===== src/sv/hew_pkg.sv =====
// Shared constants for the heading error block: arctangent table and angle formats.
// No dependencies; used by the cell, pre-rotation, wrap and top modules.
package hew_pkg;

  // Angles are degrees with 16 fraction bits.
  localparam int ANGLE_W    = 26;
  localparam int FRAC_BITS  = 16;
  localparam int GUARD_BITS = 8;
  localparam int TABLE_LEN  = 24;
  localparam int OUT_W      = 16;

  localparam int DEG_90   = 90 << FRAC_BITS;
  localparam int DEG_HALF = 180 << FRAC_BITS;
  localparam int DEG_FULL = 360 << FRAC_BITS;

  // Q16 result down to Q7, half rounds up.
  localparam int ROUND_SHIFT = FRAC_BITS - 7;
  localparam int ROUND_BIAS  = 1 << (ROUND_SHIFT - 1);

  // atan(2^-i) in degrees, Q16, rounded to nearest.
  localparam logic [21:0] ATAN_Q16 [TABLE_LEN] = '{
    22'd2949120, 22'd1740967, 22'd919879, 22'd466945, 22'd234379, 22'd117304,
    22'd58666,   22'd29335,   22'd14668,  22'd7334,   22'd3667,   22'd1833,
    22'd917,     22'd458,     22'd229,    22'd115,    22'd57,     22'd29,
    22'd14,      22'd7,       22'd4,      22'd2,      22'd1,      22'd0
  };

endpackage


===== src/sv/hew_wrap.sv =====
// Output stage: heading difference, wrap into +-180 degrees, round to Q7.
// Depends on hew_pkg.
module hew_wrap (
  input  logic                                clk,
  input  logic                                ena,
  input  logic signed [hew_pkg::ANGLE_W-1:0]  cur_acc,
  input  logic                                cur_zero,
  input  logic signed [hew_pkg::ANGLE_W-1:0]  des_acc,
  input  logic                                des_zero,
  output logic signed [hew_pkg::OUT_W-1:0]    heading_error
);

  localparam int AW = hew_pkg::ANGLE_W;
  localparam int DW = AW + 1;
  localparam logic signed [DW-1:0] HALF = DW'(hew_pkg::DEG_HALF);
  localparam logic signed [DW-1:0] FULL = DW'(hew_pkg::DEG_FULL);
  localparam logic signed [DW-1:0] BIAS = DW'(hew_pkg::ROUND_BIAS);

  logic signed [DW-1:0] ca, da, diff, wrapped, biased, shifted;

  assign ca   = cur_zero ? '0 : {cur_acc[AW-1], cur_acc};
  assign da   = des_zero ? '0 : {des_acc[AW-1], des_acc};
  assign diff = da - ca;

  always_comb begin
    if (diff > HALF) begin
      wrapped = diff - FULL;
    end else if (diff < -HALF) begin
      wrapped = diff + FULL;
    end else begin
      wrapped = diff;
    end
  end

  assign biased  = wrapped + BIAS;
  assign shifted = biased >>> hew_pkg::ROUND_SHIFT;

  always_ff @(posedge clk) begin
    if (ena) begin
      heading_error <= shifted[hew_pkg::OUT_W-1:0];
    end
  end

endmodule


===== config.mk =====
export PLATFORM = sky130hd
export DESIGN_NAME = hew_wrap
export DESIGN_NICKNAME = d
export VERILOG_FILES = /design/src/sv/hew_pkg.sv /design/src/sv/hew_wrap.sv
export SDC_FILE = /design/constraint.sdc
export NUM_CORES = 1
export LEC_CHECK = 0
export ABC_AREA = 1
export CORE_MARGIN = 2
export CORE_UTILIZATION = 30
export CTS_CLUSTER_DIAMETER = 100
export DETAILED_ROUTE_END_ITERATION = 10
export DONT_BUFFER_PORTS = 1
export PLACE_DENSITY_LB_ADDON = 0.1
export RECOVER_POWER = 50
export SLEW_MARGIN = 40
export SYNTH_ARGS = -nofsm -noshare
export SYNTH_HDL_FRONTEND = slang
export SYNTH_SLANG_ARGS = --single-unit
export TNS_END_PERCENT = 1

===== constraint.sdc =====
create_clock -name clk -period 4.1 [get_ports clk]
set_input_delay 0.615 -clock clk [delete_from_list [all_inputs] [get_ports clk]]
set_output_delay 0.615 -clock clk [all_outputs]
set_load 0.005 [all_outputs]

After elaboration in Yosys (flattened, before gate mapping)
Cells that the tools add are included.
{"block": "classes", "add_sub_neg": 4, "order_cmp": 2, "muxes": 4}
{"op": "2-to-1 mux 27 bit", "n": 2}
{"op": "2-to-1 mux 25 bit", "n": 2}
{"op": "> comparator 27 x 25 -> 1 bit (second input constant)", "n": 1}
{"op": "less-than comparator 27 x 25 -> 1 bit (second input constant)", "n": 1}
{"op": "subtractor 27 bit", "n": 1}
{"op": "adder 25 x 10 -> 25 bit (second input constant)", "n": 1}
{"op": "adder 25 bit (second input constant)", "n": 1}
{"op": "subtractor 25 bit (second input constant)", "n": 1}
{"block": "totals", "ff_bits": 16, "input_bits": 56, "output_inout_bits": 16, "word_cells": 11}

Depth between registers and ports, before layout
Gate-level depths: netlist of run 1.
{"block": "depth", "ltp_word": 6, "ltp_mapped": 29, "depth_no_buf": 28}

Least setup slack after synthesis of run 1
No wires, ideal clock.
{"block": "synth_timing", "path_type": "input port to flip-flop", "start": "input port des_zero", "end": "register heading_error[15] (netlist bit), data pin", "setup_time_ns": 0.249, "arrival_time_ns": 3.543, "t_required_ns": 3.851, "path_slack_ns": 0.308, "cell_stages": 21, "path_buffers": 2, "cell_sequence": "clkbuf_1 > clkbuf_1 > nor2_1 > fa_1 > nand3_1 > nand3_2 > nand2_1 > nand3_2 > xor2_1 > ha_1 > nand3_1 > nor2_1 > nand3_1 > nor3_1 > nand2_1 > inv_1 > nand2_1 > nor2_2 > nand3_1 > nand2_1 > inv_1"}
{"block": "synth_between", "elab_chain_len": 6, "elab_cells_between_ends": 9, "cone_classes": "add/sub: 4; order compare: 2; mux: 3"}
{"element": "from (decl)", "line": "hew_wrap.sv:9", "text": "input logic des_zero,"}
{"element": "2-to-1 mux 27 bit (*)", "line": "hew_wrap.sv:22", "text": "assign da = des_zero ? '0 : {des_acc[AW-1], des_acc};"}
{"element": "subtractor 27 bit (*)", "line": "hew_wrap.sv:23", "text": "assign diff = da - ca;"}
{"element": "adder 25 bit or less-than comparator 27 x 25 -> 1 bit (tied branches)", "line": "hew_wrap.sv:29, hew_wrap.sv:28"}
{"element": "2-to-1 mux 25 bit", "line": "hew_wrap.sv:28", "text": "end else if (diff < -HALF) begin"}
{"element": "2-to-1 mux 25 bit (*)", "line": "hew_wrap.sv:26", "text": "if (diff > HALF) begin"}
{"element": "adder 25 x 10 -> 25 bit (*)", "line": "hew_wrap.sv:35", "text": "assign biased = wrapped + BIAS;"}
{"element": "named net biased[24]", "line": "hew_wrap.sv:19", "text": "logic signed [DW-1:0] ca, da, diff, wrapped, biased, shifted;"}
{"element": "to (signal assigned)", "line": "hew_wrap.sv:40", "text": "heading_error <= shifted[hew_pkg::OUT_W-1:0];"}
{"element": "to (decl)", "line": "hew_wrap.sv:10", "text": "output logic signed [hew_pkg::OUT_W-1:0] heading_error"}
The timed path passes the listed nets; every way through them passes the cells marked *.
A chain may end at the register's enable or synchronous reset.

Worst setup path in the final report of run 1
{"block": "layout_timing", "start": "input port cur_zero", "end": "register heading_error[15] (netlist bit), data pin"}
{"block": "layout_between", "elab_chain_len": 6, "elab_cells_between_ends": 9, "cone_classes": "add/sub: 4; order compare: 2; mux: 3"}
{"element": "from (decl)", "line": "hew_wrap.sv:7", "text": "input logic cur_zero,"}
{"element": "2-to-1 mux 27 bit (*)", "line": "hew_wrap.sv:21", "text": "assign ca = cur_zero ? '0 : {cur_acc[AW-1], cur_acc};"}
{"element": "subtractor 27 bit (*)", "line": "hew_wrap.sv:23"}
{"element": "adder 25 bit or less-than comparator 27 x 25 -> 1 bit (tied branches)", "line": "hew_wrap.sv:29, hew_wrap.sv:28"}
{"element": "2-to-1 mux 25 bit", "line": "hew_wrap.sv:28"}
{"element": "2-to-1 mux 25 bit (*)", "line": "hew_wrap.sv:26"}
{"element": "adder 25 x 10 -> 25 bit (*)", "line": "hew_wrap.sv:35"}
{"element": "named net biased[24]", "line": "hew_wrap.sv:19"}
Marks and branches as above.

==> results.toml, run 1 <==
[clock_tree]
cts_buffer_depth = 2
post_cts_buffers = 0
cts_tree = "done"
cts_buffers = 3
htree_num_levels = 1
holdBufCountCts = 0
clkSinkCount = 16
cts-root-buf = "clkbuf_16"
cts_resized = 0
clk_pin_slew_ps = 50

[layout]
fillers = 1460
stdcell_count = 861
num_antenna_cells = 0
area_growth_pct = 7.39
largestRegisters = "heading_error (16)"
largest_reg_flops = 16
final_nets = 775
regMostFlops = "heading_error"
drive_above_1_share_pct = 8.56
postLayoutCellArea_um2 = 4080

[floorplanning]
fp.dieW_um = 116
dieArea_um2 = 13600
start_util_pct = 30.4
ios = 72
core_area_um2 = 12500
fp.dieH_um = 116
rows = 41

[synthesis]
yosysTopAreaCell = "nand2_1"
yosysWarnings = 0
synth.distinct_cells = 37
syn_area_per_cell_um2 = 5.50
yosysTopAreaCellShare_pct = 26.1
ys_ff_latch = 16
syn-cell-area_um2 = 3790
synth_ff_type = "edfxtp_1"
synth_cells = 690
synth_edf_count = 16
postSynthNetCount = 775
ys_seq_area_share_pct = 12.7
synthArstFlopShare_pct = 0
yosys-top-cells-area = "nand2_1 (26%), inv_1 (13%), edfxtp_1 (13%)"

[routing]
vias_per_cell = 4.53
drt_first_pass_iters = 4
drt_drc_violations_left = 0
ant_nets = 0
drt-initial-drc-count = 174
wire_per_inst_um = 12.0
wirelength_um = 10400
vias = 3898

[power_and_ir_drop]
p_per_area_nw_per_um2 = 297
vdd_drop_max_mv = 0.114
total_power_mw = 1.21
power_leakage_nw = 2.30

[global_route]
grt_max_degree = 27
antenna_found_initial = 0
grt_overflow = 0
grt_usage_pct = 16.1
grt_pass1_wl_um = 17700
grt_pass1_vias = 3797

[worst_hold_path]
hold_path.class = "input pin to flip-flop"
worstHoldPathCells = 0
hp-start = "ena"
min_delay_worst_endpoint = "heading_error[2]"

[critical_path]
critPathLaunchType = "input pin"
cp_slowest_cell = "ha_1"
setup.worst_path.end_class = "flip-flop"
critPathKind = "input pin to flip-flop"
crit_arrival_ps = 3620
crit_chain = "inv_4 > nand2_1 > ha_1 > nand2_1 > inv_1 > nand2_1 > nand3_2 > a21oi_1 > xnor2_1 > ha_1 > nand3_1 > nor2_1 > nand3_1 > nor3_1 > nand2_1 > inv_1 > nand2_1 > nor2_2 > nand3_1 > nand2_1 > inv_1"
cp_max_fo = 23
crit_required_ps = 4100
cp-startpoint = "cur_zero"
max_stage_delay_ps = 370
cpMostUsedCell = "nand2_1"

[place]
portBuffers = 0
dp_slack_ps = 41.5
dp.cells = 857
placed_area_um2 = 3990
hpwl_um = 9350
routabilityCongestion = 0.910

[timing]
period_needed_ps = 3620
timing.final.crit_share_pct = 88.4
rsz0062_at_grt = "no"
worstMarginPinSlew_ps = 365
hold_viol = 0
fin_setup_tns_ps = 0
fmax_ghz = 0.276
maxSlewViolCount = 0
setup_ws_ps = 476
finalSetupViolCount = 0
relSlewSlack_pct = 75.6

[outcome]
outcome = "finished clean"

[job]
maxCapViolCount = 0
[metal layers]
layer / vias to the layer above / part of all wire [%] / global-route usage (%)
li1: 2116 / - / -
met1: 1702 / 52 / 22.8
met2: 72 / 45 / 27.9
met3: 8 / 1.9 / 0.311
met4: 0 / 1.1 / 2.86
met5: - / 0 / 0
[layout make-up]
type | count | area [µm²] | share of cell area (%)
Clock buffer | 3 | 75.1 | 1.84
Clock inverter | 1 | 3.75 | 0.0921
Inverter | 138 | 520 | 12.8
Multi-Input combinational cell | 529 | 2770 | 67.9
Sequential cell | 16 | 480 | 11.8
Tap cell | 172 | 215 | 5.28
Timing Repair Buffer | 2 | 15.0 | 0.368
[Yosys cell counts, types with 5 or more instances]
cell / instances
nand3b_1: 7
nand2_2: 13
nand4_1: 15
ha_1: 28
inv_2: 8
nand3_1: 46
edfxtp_1: 16
nand2_1: 264
inv_1: 129
nand3_2: 7
nor2_2: 13
xor2_1: 18
nor2_1: 66
a21oi_1: 17
nor3_1: 5
xnor2_1: 6
clkbuf_1: 5
[placed cells by master, fill, tap and decap left out, types with 2 or more instances in the layout]
cell / Yosys / routed
o21ai_0: 2 / 2
nor3_2: 3 / 3
buf_4: 1 / 2
xnor2_1: 6 / 6
nor2_4: 3 / 3
clkinv_1: 1 / 2
nand2_2: 13 / 13
nand3_2: 7 / 7
edfxtp_1: 16 / 16
inv_2: 8 / 7
a21oi_1: 17 / 17
a21oi_2: 2 / 2
nand2_1: 264 / 264
nor3_1: 5 / 5
nand3_1: 46 / 46
nand4_1: 15 / 15
nand3b_1: 7 / 7
clkbuf_16: 0 / 3
nor2_2: 13 / 13
xor2_1: 18 / 18
inv_1: 129 / 129
nor2_1: 66 / 66
ha_1: 28 / 28
nand3_4: 2 / 2
[worst max-delay path by stage]
stage                              to  slack [ps]
finish              heading_error[15]         480
global route        heading_error[15]          80
CTS                 heading_error[15]         290
detailed placement  heading_error[15]          40
global placement    heading_error[15]          70
floorplan           heading_error[15]         310
[kinds of logic after synthesis]
kind of cell | Yosys count | share of synthesized area (%)
compound gates | 26 | 4.12
xor+xnor | 24 | 5.54
fa+ha+maj | 29 | 9.76
buf+inv | 145 | 14.5
flops | 16 | 12.7
simple gates | 450 | 53.4
[metrics by stage]
stage | util (%) | hold slack [ps]
floorplan | - | 727
finish | 32.7 | 483
global route | 32.7 | 477
detailed placement | 32.0 | 729
CTS | 32.7 | 479
global placement | 32.0 | 729
[report_power, final]
| group | internal, mW | switching (mW) | total (mW) | leakage, nW |
|---|---|---|---|---|
| combinational | 0.258 | 0.511 | 0.769 | 2.11 |
| clock | 0.129 | 0.0521 | 0.181 | 0.0385 |
| sequential | 0.241 | 0.0179 | 0.259 | 0.157 |
[critical path, delay by kind of cell]
kind / cells / cell delay [ps]
AOI/OAI and AO/OA: 1 / 290
xor gates and xnor gates: 1 / 200
adders and majority gates: 2 / 600
and+or+nand+nor: 13 / 1570
buffers and inverters: 4 / 330
(Power assumes the default switching activity.)
==> inputs of run 2 (changes only) <==
==> constraint.sdc (replaced) <==
create_clock -name clk -period 4.4 [get_ports clk]
set_input_delay 0.66 -clock clk [delete_from_list [all_inputs] [get_ports clk]]
set_output_delay 0.66 -clock clk [all_outputs]
set_load 0.005 [all_outputs]
==> results.toml, run 2 (synthesis results as in run 1) <==
[clock_tree]
clk_pin_slew_ps = 40
clkSinkCount = 16
htree_num_levels = 1
cts_tree = "done"
cts_buffer_depth = 2
cts_buffers = 3
cts-root-buf = "clkbuf_16"

[timing]
relSlewSlack_pct = 71.0
fmax_ghz = 0.256
maxSlewViolCount = 0
rsz0062_at_grt = "no"
setup_ws_ps = 495
period_needed_ps = 3900
worstMarginPinSlew_ps = 435
timing.final.crit_share_pct = 88.7
finalSetupViolCount = 0
hold_viol = 0

[global_route]
grt_overflow = 0
grt_usage_pct = 15.9
grt_pass1_wl_um = 17500
antenna_found_initial = 0
grt_max_degree = 27
grt_pass1_vias = 3743

[place]
dp_slack_ps = 39.3
portBuffers = 0
hpwl_um = 9200
routabilityCongestion = 0.881

[critical_path]
cp_max_fo = 25
max_stage_delay_ps = 540
cpMostUsedCell = "nand2_1"
critPathLaunchType = "input pin"
cp-endpoint = "heading_error[15]"
crit_arrival_ps = 3900
path_buf_inv = 3
cp-startpoint = "cur_zero"
cp_slowest_cell = "fa_1"
critPathKind = "input pin to flip-flop"
crit_required_ps = 4400
setup.worst_path.end_class = "flip-flop"
worstSetupPathDepth = 20
crit_chain = "inv_2 > nand2_1 > fa_1 > nand3_1 > nand3_2 > nand2_1 > nand3_2 > xor2_1 > ha_1 > nand3_1 > nor2_1 > nand3_1 > nor3_1 > nand2_1 > inv_1 > nand2_1 > nor2_2 > nand3_1 > nand2_1 > inv_1"
path_delay_family = "simple AND/OR/NAND/NOR gates"

[layout]
final_util_pct = 32.6
fillers = 1417
final_cell_mix = "nand2_1 (264), inv_1 (129), nor2_1 (66)"
largest_reg_flops = 16
layout_commonest_cell = "nand2_1"
drive_above_1_share_pct = 8.44
largestRegisters = "heading_error (16)"
regMostFlops = "heading_error"
area_growth_pct = 7.02
num_antenna_cells = 0
final_nets = 773

[routing]
vias_per_cell = 4.52
drt_drc_violations_left = 0
vias = 3881
wire_per_inst_um = 12.1
drt_first_pass_iters = 5
drt-initial-drc-count = 107
ant_nets = 0
wirelength_um = 10400

[power_and_ir_drop]
vdd_drop_max_mv = 0.0939
pwr-share-comb_pct = 63.7
pwr-share-seq_pct = 21.4
power_leakage_nw = 2.29
power.net_switching_mw = 0.544
switching_share_pct = 48.3
p_per_area_nw_per_um2 = 277
p_int_mw = 0.583
p_clk_share_pct = 14.8
total_power_mw = 1.13

[floorplanning]
dieArea_um2 = 13600
fp.dieW_um = 116
rows = 41
ios = 72
start_util_pct = 30.4
core_area_um2 = 12500
fp.dieH_um = 116

[worst_hold_path]
hold_path.class = "input pin to flip-flop"

[job]
maxCapViolCount = 0

[outcome]
outcome = "finished clean"
-- run 2: changes by cell type in the layout (fill, tap and decap cells not counted), sizes merged --
cell | previous run | this run
buf | 2 | 0
-- run 2: timing repair --
action | in CTS | in global routing
hold buffers | 0 | 0
setup endpoints to repair | 0 | 1
endpoints found under the hold margin | 0 | 0
gates resized for setup | 0 | 1
setup buffers | 0 | 0
-- run 2: layer usage --
metal	routed length (µm)	vias to the layer above	share of wire, %	global-route usage, %
li1	-	2109	-	-
met1	5370	1681	52	22.5
met2	4520	81	43	26.6
met3	369	10	3.6	0.882
met4	131	0	1.3	3.41
met5	0	-	0	0
-- run 2: how the worst min path moves through the flow --
stage	start	endpoint	slack, ps	cells past startpoint
4_1_cts	ena	heading_error[1]	530	0
6_report	ena	heading_error[0]	530	0
2_1_floorplan	ena	heading_error[0]	770	0
3_5_place_dp	ena	heading_error[1]	770	0
5_1_grt	ena	heading_error[0]	520	0
3_3_place_gp	ena	heading_error[0]	770	0
-- run 2: power groups by stage --
stage	registers, mW	clock network, mW	logic [mW]
final	0.241	0.167	0.718
after global routing	0.249	0.179	0.832
after CTS	0.242	0.171	0.720
after detailed placement	0.245	0	0.718
after global placement	0.245	0	0.719
after floorplan	0.241	0	0.576
-- run 2: metrics by stage --
step | TNS (ps) | area, µm² | cells | hold WS, ps
after floorplan | 0 | 3790 | 690 | 772
after global placement | -38.2 | 3980 | 855 | 774
after detailed placement | 0 | 3980 | 855 | 774
after CTS | 0 | 4060 | 859 | 527
after global routing | 0 | 4060 | 859 | 520
final | 0 | 4060 | 859 | 531
-- run 2: layout make-up --
| class | count | area (µm²) | area share (%) |
|---|---|---|---|
| multi-input cells | 529 | 2770 | 68.2 |
| inverters | 138 | 518 | 12.8 |
| flip-flops and latches | 16 | 480 | 11.8 |
| clock buffers | 3 | 75.1 | 1.85 |
| clock inverters | 1 | 3.75 | 0.0924 |
| well taps | 172 | 215 | 5.30 |
