$ cat src/sv/hew_pkg.sv
// Shared constants for the heading error block: arctangent table and angle formats.
// No dependencies; used by the cell, pre-rotation, wrap and top modules.
package hew_pkg;

  // Angles are degrees with 16 fraction bits.
  localparam int ANGLE_W    = 26;
  localparam int FRAC_BITS  = 16;
  localparam int GUARD_BITS = 8;
  localparam int TABLE_LEN  = 24;
  localparam int OUT_W      = 16;

  localparam int DEG_90   = 90 << FRAC_BITS;
  localparam int DEG_HALF = 180 << FRAC_BITS;
  localparam int DEG_FULL = 360 << FRAC_BITS;

  // Q16 result down to Q7, half rounds up.
  localparam int ROUND_SHIFT = FRAC_BITS - 7;
  localparam int ROUND_BIAS  = 1 << (ROUND_SHIFT - 1);

  // atan(2^-i) in degrees, Q16, rounded to nearest.
  localparam logic [21:0] ATAN_Q16 [TABLE_LEN] = '{
    22'd2949120, 22'd1740967, 22'd919879, 22'd466945, 22'd234379, 22'd117304,
    22'd58666,   22'd29335,   22'd14668,  22'd7334,   22'd3667,   22'd1833,
    22'd917,     22'd458,     22'd229,    22'd115,    22'd57,     22'd29,
    22'd14,      22'd7,       22'd4,      22'd2,      22'd1,      22'd0
  };

endpackage

$ cat src/sv/hew_prerot.sv
// Input stage for one vector: sign extension, y flip, guard scaling and
// the left half-plane quarter turn. Depends on hew_pkg.
module hew_prerot #(
  parameter int CW = 16,
  parameter int XW = 28
) (
  input  logic                                clk,
  input  logic                                ena,
  input  logic        [CW-1:0]                raw_x,
  input  logic        [CW-1:0]                raw_y,
  output logic signed [XW-1:0]                x,
  output logic signed [XW-1:0]                y,
  output logic signed [hew_pkg::ANGLE_W-1:0]  acc,
  output logic                                zero
);

  localparam int AW = hew_pkg::ANGLE_W;
  localparam int GB = hew_pkg::GUARD_BITS;
  localparam logic signed [AW-1:0] QTR = AW'(hew_pkg::DEG_90);

  logic signed [XW-1:0] xe, ye, yn;
  logic signed [XW-1:0] x_next, y_next;
  logic signed [AW-1:0] acc_next;

  assign xe = {{(XW-CW-GB){raw_x[CW-1]}}, raw_x, {GB{1'b0}}};
  assign ye = {{(XW-CW-GB){raw_y[CW-1]}}, raw_y, {GB{1'b0}}};
  assign yn = -ye;

  always_comb begin
    x_next   = xe;
    y_next   = yn;
    acc_next = '0;
    if (xe < 0) begin
      if (yn >= 0) begin
        x_next   = yn;
        y_next   = -xe;
        acc_next = QTR;
      end else begin
        x_next   = -yn;
        y_next   = xe;
        acc_next = -QTR;
      end
    end
  end

  always_ff @(posedge clk) begin
    if (ena) begin
      x    <= x_next;
      y    <= y_next;
      acc  <= acc_next;
      zero <= (raw_x == '0) && (raw_y == '0);
    end
  end

endmodule

$ cat config.mk
export PLATFORM = sky130hd
export DESIGN_NAME = hew_prerot
export DESIGN_NICKNAME = d
export VERILOG_FILES = /design/src/sv/hew_pkg.sv /design/src/sv/hew_prerot.sv
export SDC_FILE = /design/constraint.sdc
export NUM_CORES = 1
export LEC_CHECK = 0
export BUFFER_PORTS_ARGS = -buffer_cell sky130_fd_sc_hd__buf_2
export CAP_MARGIN = 5
export CORE_MARGIN = 2
export CORE_UTILIZATION = 54
export DETAILED_ROUTE_END_ITERATION = 10
export PLACE_DENSITY = 0.95
export SLEW_MARGIN = 20
export SYNTH_ARGS = -nofsm -noshare
export SYNTH_HDL_FRONTEND = slang
export SYNTH_SLANG_ARGS = --single-unit
export TNS_END_PERCENT = 30
$ cat constraint.sdc
create_clock -name clk -period 6.6 [get_ports clk]
set_input_delay 0.99 -clock clk [delete_from_list [all_inputs] [get_ports clk]]
set_output_delay 0.99 -clock clk [all_outputs]
set_load 0.03 [all_outputs]
After elaboration in Yosys (flattened, before gate mapping)
Index checks and enable logic that the tools add are counted.
- bits in registers: 83
- input bits: 34
- output and inout bits: 83
- logic and storage cells: 18
- add/subtract/negate cells: 3
- $lt $le $gt $ge: 2
- muxes and demuxes: 5
- reductions and logical operators: 3
- operators by type and width (kind ; count):
    $mux 28 ; 4
    $neg 24->28 ; 2
    $logic_not 16->1 ; 2
    $ge 28x1->1 const B ; 1
    $neg 28->28 ; 1
    $mux 26 ; 1
    $lt 24x1->1 const B ; 1
    $logic_and 1x1->1 ; 1

Depth between registers and ports, before layout
Gate-level depths: netlist of run 1.
- depth after elaboration: 4
- mapped depth: 11
- gate-level depth less buffers: 9

Least setup slack after synthesis of run 1
OpenSTA, ideal clock, no wires.
- kind: input-to-reg
- start: input port raw_y[0]
- end: register x[21], data pin
- setup time: 0.270 ns
- data arrival time: 3.070 ns
- data required time: 6.330 ns
- slack: 3.260 ns
- stages on the path: 11
- path buffers: 2
- cell sequence: inv_1 > ha_1 > clkbuf_1 > or4b_1 > buf_2 > nor4b_1 > or3_1 > nand4_1 > o31ai_1 > xor2_1 > a21oi_1
- word-level cells in the longest chain between the ends: 4
- elaborated cells between the ends (all ways): 5
- classes of those cells: add/sub (2); order compare (1); mux (2)
- ends and longest elaborated chain (item ; line ; text):
    start: declaration ; hew_prerot.sv:10 ; input logic [CW-1:0] raw_y,
    $neg 24->28 (*) ; hew_prerot.sv:27 ; assign yn = -ye;
    $neg 28->28 / $ge 28x1->1 (equally long branches) ; hew_prerot.sv:39, hew_prerot.sv:34 ;
    $mux 28 (*) ; hew_prerot.sv:34 ; if (yn >= 0) begin
    $mux 28 (*) ; hew_prerot.sv:33 ; if (xe < 0) begin
    via x_next[21] ; hew_prerot.sv:22 ; logic signed [XW-1:0] x_next, y_next;
    end signal: assignment ; hew_prerot.sv:48 ; x <= x_next;
    end: declaration ; hew_prerot.sv:11 ; output logic signed [XW-1:0] x,
The timed path passes the listed nets; every way through them passes the cells marked *.
A chain may end at the register's enable or synchronous reset.

Worst setup path in the final report of run 1
- start: input port raw_y[6]
- end: register x[12], data pin
- word-level cells in the longest chain between the ends: 4
- ends and longest elaborated chain (item ; line):
    $neg 24->28 ; hew_prerot.sv:27
    $ge 28x1->1 ; hew_prerot.sv:34
    $mux 28 ; hew_prerot.sv:34
    $mux 28 ; hew_prerot.sv:33
    via x_next[12] ; hew_prerot.sv:22
The timed path passes the listed nets, and every way through them passes these cells.

==> impl_metrics.py, run 1 <==
metrics = {
    "run_status": {
        "run_status": "finished clean",
    },
    "sta": {
        "worst_slew_pin_slew_ns": 1.032,
        "setup-violations-final": 0,
        "rsz_0062_raised_after_global_routing": "false",
        "worst_slew_margin_rel_pct": 31.20,
        "period_share_pct": 56.24,
        "hold_viol": 0,
        "max_freq_ghz": 0.2694,
        "pins_over_slew_limit": 0,
        "fin_tns_setup_ns": 0,
        "final.min_clock_period_ns": 3.712,
    },
    "floorplanning": {
        "die_x_um": 80.97,
        "i_o_pin_total": 117,
        "floorplan.initialDensity_pct": 55.01,
        "floorplan_core_area_sq_mm": 0.005816,
        "die_y_um": 80.97,
        "fp.dieArea_sq_mm": 0.006556,
        "core.rowCount": 28,
    },
    "power_and_ir_drop": {
        "power.share.clock_pct": 29.5,
        "internal_power_uw": 546.6,
        "power_density_mw_per_mm2": 224.6,
        "share_comb_of_total_power_pct": 27.4,
        "share_seq_of_total_power_pct": 43.0,
        "power_switching_uw": 256.9,
        "worst_ir_drop_vdd_mv": 0.1218,
        "sw_frac_of_total_pct": 31.97,
        "total_power_uw": 803.5,
        "cellLeakagePower_uw": 0.001443,
    },
    "logic_synthesis": {
        "mappedNetlistArea_sq_mm": 0.003199,
        "async_reset_ff_share_pct": 0,
        "post-synth-top-area-fraction_pct": 41.30,
        "synthMostInstantiatedCell": "sky130_fd_sc_hd__edfxtp_1",
        "syn-instance-count": 345,
        "synth_area_per_cell_sq_um": 9.273,
        "synth_edf_count": 44,
        "ys.flop_type": "sky130_fd_sc_hd__edfxtp_1",
        "yosysSeqAreaShare_pct": 41.30,
        "netlist_top_cells_count": "sky130_fd_sc_hd__edfxtp_1 (44), sky130_fd_sc_hd__buf_4 (40), sky130_fd_sc_hd__nor2_1 (39), sky130_fd_sc_hd__nand2_1 (30), sky130_fd_sc_hd__a21oi_1 (26)",
        "yosysWarningCount": 0,
        "post-synth-top-area-cell": "sky130_fd_sc_hd__edfxtp_1",
        "synth.area.top_cells": "sky130_fd_sc_hd__edfxtp_1 (41%), sky130_fd_sc_hd__buf_4 (9.4%), sky130_fd_sc_hd__xnor2_1 (6.6%)",
        "yosys.cell_types.count": 49,
        "synth-seq-cells": 44,
    },
    "critical_path": {
        "critPathLaunch": "raw_y[6]",
        "criticalPathCategory": "in2reg",
        "worst_path_max_delay_cell": "sky130_fd_sc_hd__or4_4",
        "crit_path_end": "x[12]$_DFFE_PP_",
        "critical-path-max-stage-delay_ns": 0.60,
        "cp.required_ns": 6.65,
        "endpoint_kind": "flip-flop",
        "crit_fanout": 21,
        "worstSetupStartpointType": "primary input",
        "critical_path.cell_chain": "buf_2 > or4_4 > nor3_1 > a31o_2 > inv_1 > o31ai_1 > xnor2_1 > mux2_2",
        "critPathArrivalTime_ns": 3.76,
    },
    "layout": {
        "fin_nets": 446,
        "register_area_sq_mm": 0.001321,
        "layout-area-overhead-vs-synth_pct": 11.81,
        "final_layout_size_suffix_gt1_share_pct": 24.15,
        "diodes": 0,
        "nFillCells": 505,
        "multi_input_comb_area_sq_mm": 0.001592,
    },
    "clock_tree": {
        "cts_resized": 0,
        "numCtsBuffers": 5,
        "clock_tree.htree_level_count": 2,
        "cts.clk_slew.worst_paths_ns": 0.08,
        "post_cts.repair.setup_buffers": 0,
        "postCtsHoldBufs": 0,
        "clock_sink_count": 44,
        "cts.path.max_buffers": 2,
        "root_driver": "sky130_fd_sc_hd__clkbuf_8",
        "cts_tree": "done",
    },
    "global_routing": {
        "global_route.peak_usage_layer": "met2",
        "grtUsageMet2_pct": 36.28,
        "grt.overflow.total": 0,
        "grt_pass1_wl_um": 11130,
        "first_global_vias": 2353,
        "grt_usage_pct": 21.76,
        "met3_use_gr_pct": 2.667,
        "grt_start_max_net_pins": 69,
        "met1_usage_pct": 28.12,
        "grt_antenna_before_repair": 0,
    },
    "worst_hold_path": {
        "min_path_type": "in2reg",
    },
    "detailed_routing": {
        "drt_first_pass_iters": 5,
        "first_iter_violations": 288,
        "detail_route.vias_per_cell": 5.614,
        "drt_drc_violations_left": 0,
        "antenna_left": 0,
        "dr_total_vias": 2723,
        "wirelength_um": 7318,
        "drt-wirelength-per-cell_um": 15.09,
    },
    "place": {
        "place_congestion": 0.9516,
        "place.detailed.hpwl_um": 5385,
        "placement.io_buffers": 83,
    },
    "flow_run": {
        "timing.max_cap.violations": 0,
    },
}
-- layer usage --
| layer | share of wire [%] | vias up |
|---|---|---|
| li1 | - | 1267 |
| met1 | 38 | 1226 |
| met2 | 48 | 202 |
| met3 | 10 | 28 |
| met4 | 3.3 | 0 |
| met5 | 0 | - |
-- power groups by stage --
stage               registers (uW)  logic (uW)  clock network (uW)
floorplan                      408         119                   0
detailed placement             352         217                   0
global placement               351         212                   0
finish                         346         220                 237
CTS                            346         218                 236
global route                   348         236                 247
-- cell type report --
type	count	share of cell area, %
Multi-Input combinational cell	269	44.49
Inverter	7	0.7345
Timing Repair Buffer	83	11.61
Clock buffer	5	1.924
Sequential cell	44	36.94
Clock inverter	2	1.679
Tap cell	75	2.623
-- layout by cell type (no fill, tap or decap), drive strengths merged, types with 2 or more instances in the layout --
| master | netlist | routed |
|---|---|---|
| buf | 48 | 83 |
| edfxtp | 44 | 44 |
| nor2 | 39 | 39 |
| conb | 1 | 35 |
| nand2 | 30 | 30 |
| a21oi | 26 | 26 |
| xnor2 | 24 | 24 |
| xor2 | 18 | 18 |
| o21ai | 17 | 17 |
| o31ai | 9 | 9 |
| inv | 7 | 7 |
| nor3 | 7 | 7 |
| nand3 | 6 | 6 |
| nor3b | 5 | 5 |
| clkbuf | 11 | 5 |
| nor4 | 5 | 5 |
| nand3b | 4 | 4 |
| or3 | 4 | 4 |
| a31oi | 4 | 4 |
| and2 | 4 | 4 |
| nand4 | 3 | 3 |
| or4 | 3 | 3 |
| or2 | 2 | 2 |
| nand2b | 2 | 2 |
| a21o | 2 | 2 |
| ha | 2 | 2 |
| bufinv | 0 | 2 |
| nor4b | 2 | 2 |
| a2111oi | 2 | 2 |
-- critical path: cells and delay by family --
family | cells | cell delay, ns
multiplexers | 1 | 0.28
AO/OA/AOI/OAI | 2 | 0.89
buffers and inverters | 2 | 0.57
XOR/XNOR | 1 | 0.12
AND/OR/NAND/NOR | 2 | 0.90
-- state kept, by name, summed over array words and instances, names as in the netlist --
name / flops
x: 20
y: 20
acc: 3
zero: 1
-- per-stage QoR --
stage	area [sq um]	setup slack, ns	utilization (%)	hold slack [ns]	cells
after floorplan	3327	3.260	-	1.089	379
after global placement	3448	2.855	59.29	1.357	478
after detailed placement	3448	2.665	59.29	1.359	478
after CTS	3577	2.959	61.51	1.064	485
after global routing	3577	2.741	61.51	1.077	485
final	3577	2.888	61.51	1.065	485
-- worst min-delay path by stage --
stage                     startpoint                     to  slack [ns]  cells after the start
after floorplan            raw_x[15]  acc[17]$_SDFFCE_PN0P_        1.09                      0
after global routing       raw_x[12]        x[20]$_DFFE_PP_        1.08                      3
after CTS                  raw_x[14]        x[22]$_DFFE_PP_        1.06                      3
after detailed placement   raw_x[14]        x[22]$_DFFE_PP_        1.36                      3
final                      raw_x[14]        x[22]$_DFFE_PP_        1.06                      3
after global placement     raw_x[14]        x[22]$_DFFE_PP_        1.36                      3
-- cell families (layout without fill, tap and decap cells) --
kind of cell / count (synthesis) / after routing / share of synthesized area (%)
AOI/OAI and AO/OA: 68 / 68 / 13.10
xor gates and xnor gates: 42 / 42 / 11.50
adders and majority gates: 2 / 2 / 0.7820
buffers and inverters: 66 / 97 / 12.94
DFF: 44 / 44 / 41.30
muxes: 2 / 2 / 0.6648
other: 1 / 35 / 0.1172
and+or+nand+nor: 120 / 120 / 19.59
(Power assumes the default switching activity.)
==> inputs of run 2 (changes only) <==
--- a/config.mk
+++ b/config.mk
@@ -5,12 +5,13 @@
 export SDC_FILE = /design/constraint.sdc
 export NUM_CORES = 1
 export LEC_CHECK = 0
+export ABC_AREA = 1
 export BUFFER_PORTS_ARGS = -buffer_cell sky130_fd_sc_hd__buf_2
 export CAP_MARGIN = 5
 export CORE_MARGIN = 2
-export CORE_UTILIZATION = 54
+export CORE_UTILIZATION = 50
 export DETAILED_ROUTE_END_ITERATION = 10
-export PLACE_DENSITY = 0.95
+export PLACE_DENSITY = 0.91
 export SLEW_MARGIN = 20
 export SYNTH_ARGS = -nofsm -noshare
 export SYNTH_HDL_FRONTEND = slang
==> constraint.sdc (replaced) <==
create_clock -name clk -period 3.53 [get_ports clk]
set_input_delay 0.5295 -clock clk [delete_from_list [all_inputs] [get_ports clk]]
set_output_delay 0.5295 -clock clk [all_outputs]
set_load 0.03 [all_outputs]
==> run 2 against run 1 <==
Die area up 8.2%. Synthesized area up 0.55%. Global-route usage down 0.55 points. Clock power up 59%. Non-clock buffer count up 1. First-iteration DRC count up 84%. Sequential share of layout area down 0.48 points. Via count up 11%. Sequential cell count unchanged. Core utilization down 3.8 points. Total power up 78%. Critical path depth up 8. Critical path type unchanged. Critical endpoint is now x[21]$_DFFE_PP_. Largest power group unchanged. Highest routed layer unchanged.
==> impl_metrics.py, run 2 <==
metrics = {
    "detailed_routing": {
        "drt_first_pass_iters": 8,
        "detail_route.vias_per_cell": 5.348,
        "antenna_left": 0,
        "first_iter_violations": 529,
        "drt-wirelength-per-cell_um": 13.67,
        "dr_total_vias": 3011,
        "drt_drc_violations_left": 0,
        "wirelength_um": 7696,
    },
    "floorplanning": {
        "i_o_pin_total": 117,
        "fp.dieArea_sq_mm": 0.007091,
        "floorplan_core_area_sq_mm": 0.006277,
        "floorplan.initialDensity_pct": 51.25,
        "die_y_um": 84.21,
        "core.rowCount": 29,
        "die_x_um": 84.21,
    },
    "place": {
        "place.detailed.hpwl_um": 5665,
        "place_congestion": 0.9168,
        "placement.io_buffers": 83,
        "placement.setup.worst_slack_ns": 0.9203,
    },
    "layout": {
        "register_area_sq_mm": 0.001321,
        "layout.cells.most_common_list": "sky130_fd_sc_hd__nand2_1 (106), sky130_fd_sc_hd__buf_2 (83), sky130_fd_sc_hd__edfxtp_1 (44)",
        "fin_nets": 521,
        "multi_input_comb_area_sq_mm": 0.001496,
        "reg_top3": "x (20), y (20), acc (3)",
        "final_layout_size_suffix_gt1_share_pct": 25.31,
        "nFillCells": 539,
        "diodes": 0,
        "mostFrequentLayoutCell": "sky130_fd_sc_hd__nand2_1",
        "postLayoutCoreUtil_pct": 57.74,
        "layout-area-overhead-vs-synth_pct": 12.68,
    },
    "global_routing": {
        "grt.overflow.total": 0,
        "grt_antenna_before_repair": 0,
        "grt_pass1_wl_um": 12360,
        "grt_usage_pct": 21.22,
        "first_global_vias": 2670,
        "grt_start_max_net_pins": 45,
    },
    "critical_path": {
        "worstSetupStartpointType": "primary input",
        "criticalPathCategory": "in2reg",
        "crit_fanout": 5,
        "endpoint_kind": "flip-flop",
        "critPathArrivalTime_ns": 2.39,
        "critPathLaunch": "raw_y[0]",
        "cp.required_ns": 3.60,
    },
    "sta": {
        "hold_viol": 0,
        "pins_over_slew_limit": 0,
        "max_freq_ghz": 0.4311,
        "final.hold.worst_slack_ns": 0.5404,
        "worst_slew_margin_rel_pct": 35.23,
        "fin_tns_setup_ns": 0,
        "final.min_clock_period_ns": 2.319,
        "post-route-worst-setup-slack_ns": 1.211,
        "rsz_0062_raised_after_global_routing": "false",
        "setup-violations-final": 0,
        "period_share_pct": 65.71,
        "worst_slew_pin_slew_ns": 0.9716,
    },
    "worst_hold_path": {
        "hold-path-cell-count": 2,
        "worst_hold_startpoint": "raw_y[15]",
        "capture_endpoint_of_the_worst_hold_path": "zero$_DFFE_PP_",
        "min_path_type": "in2reg",
    },
    "logic_synthesis": {
        "yosysSeqAreaShare_pct": 41.07,
        "synth-seq-cells": 44,
        "ys.flop_type": "sky130_fd_sc_hd__edfxtp_1",
        "mappedNetlistArea_sq_mm": 0.003217,
        "yosys.cell_types.count": 36,
        "synth_edf_count": 44,
        "synthMostInstantiatedCell": "sky130_fd_sc_hd__nand2_1",
        "async_reset_ff_share_pct": 0,
        "post-synth-top-area-fraction_pct": 41.07,
        "post-synth-top-area-cell": "sky130_fd_sc_hd__edfxtp_1",
        "synth_area_per_cell_sq_um": 7.884,
        "syn-instance-count": 408,
        "yosysWarningCount": 0,
        "synth.area.top_cells": "sky130_fd_sc_hd__edfxtp_1 (41%), sky130_fd_sc_hd__nand2_1 (12%), sky130_fd_sc_hd__buf_4 (9.1%)",
        "netlist_top_cells_count": "sky130_fd_sc_hd__nand2_1 (106), sky130_fd_sc_hd__edfxtp_1 (44), sky130_fd_sc_hd__inv_1 (42), sky130_fd_sc_hd__buf_4 (39), sky130_fd_sc_hd__nor2_1 (34)",
    },
    "power_and_ir_drop": {
        "worst_ir_drop_vdd_mv": 0.2509,
        "power_density_mw_per_mm2": 394.1,
        "cellLeakagePower_uw": 0.001768,
        "total_power_uw": 1429,
    },
    "clock_tree": {
        "cts.clk_slew.worst_paths_ns": 0.08,
        "root_driver": "sky130_fd_sc_hd__clkbuf_8",
        "cts.path.max_buffers": 2,
        "clock_sink_count": 44,
        "post_cts.repair.setup_buffers": 0,
        "postCtsHoldBufs": 0,
        "cts_resized": 0,
        "clock_tree.htree_level_count": 2,
        "numCtsBuffers": 5,
        "cts_tree": "done",
    },
    "run_status": {
        "run_status": "finished clean",
    },
    "flow_run": {
        "timing.max_cap.violations": 0,
    },
}
-- run 2: logic make-up (layout without fill, tap and decap cells) --
kind of cell / Yosys count / in the layout / synth area share [%]
AND/OR/NAND/NOR: 208 / 208 / 29.48
buffers and inverters: 96 / 140 / 16.37
flip-flops: 44 / 44 / 41.07
AO/OA/AOI/OAI: 43 / 43 / 8.363
XOR/XNOR: 14 / 14 / 3.812
adder cells (fa/ha/maj): 2 / 2 / 0.7778
other: 1 / 35 / 0.1166
-- run 2: worst max-delay path: stages --
cell	delay [ns]
sky130_fd_sc_hd__buf_2	0.12
sky130_fd_sc_hd__inv_1	0.16
sky130_fd_sc_hd__ha_1	0.25
sky130_fd_sc_hd__inv_1	0.08
sky130_fd_sc_hd__nor2_1	0.16
sky130_fd_sc_hd__nand3_1	0.09
sky130_fd_sc_hd__nand2_1	0.14
sky130_fd_sc_hd__nand3_1	0.15
sky130_fd_sc_hd__nor2_2	0.21
sky130_fd_sc_hd__nand2_1	0.12
sky130_fd_sc_hd__nor2_2	0.11
sky130_fd_sc_hd__nand2_1	0.06
sky130_fd_sc_hd__nand2_1	0.06
sky130_fd_sc_hd__nand2_1	0.05
sky130_fd_sc_hd__nand2_1	0.06
sky130_fd_sc_hd__nand2_1	0.05
-- run 2: how the worst max path moves through the flow --
stage                            endpoint  slack, ns  cells past startpoint
after floorplan           x[21]$_DFFE_PP_       1.31                     15
after global placement    x[21]$_DFFE_PP_       1.08                     16
after detailed placement  x[21]$_DFFE_PP_       0.92                     16
after CTS                 x[21]$_DFFE_PP_       1.23                     16
after global routing      x[21]$_DFFE_PP_       0.88                     16
final                     x[21]$_DFFE_PP_       1.21                     16
-- run 2: area by class of cell --
class	instances	area share, %
Inverter	48	4.971
Clock buffer	6	2.002
Timing Repair Buffer	84	11.67
Tap cell	77	2.658
Multi-Input combinational cell	302	41.28
Sequential cell	44	36.45
Clock inverter	2	0.9665
-- run 2: report_power, final --
part / total [uW] / internal [uW] / switching [uW]
sequential: 646 / 633 / 12.9
clock: 378 / 210 / 168
combinational: 404 / 96.1 / 308
total: 1430 / 939 / 489
-- run 2: metal layers --
layer | vias to the layer above | share of wire [%] | track usage [%]
met5 | - | 0 | 0
met4 | 0 | 3.0 | 8.651
met3 | 36 | 13 | 3.736
met2 | 256 | 46 | 35.79
met1 | 1298 | 37 | 27.05
li1 | 1421 | - | -
-- run 2: stage by stage --
stage / area (sq um) / std cells
after floorplan: 3344 / 442
after detailed placement: 3517 / 555
after global routing: 3625 / 563
after CTS: 3625 / 563
after global placement: 3517 / 555
final: 3625 / 563
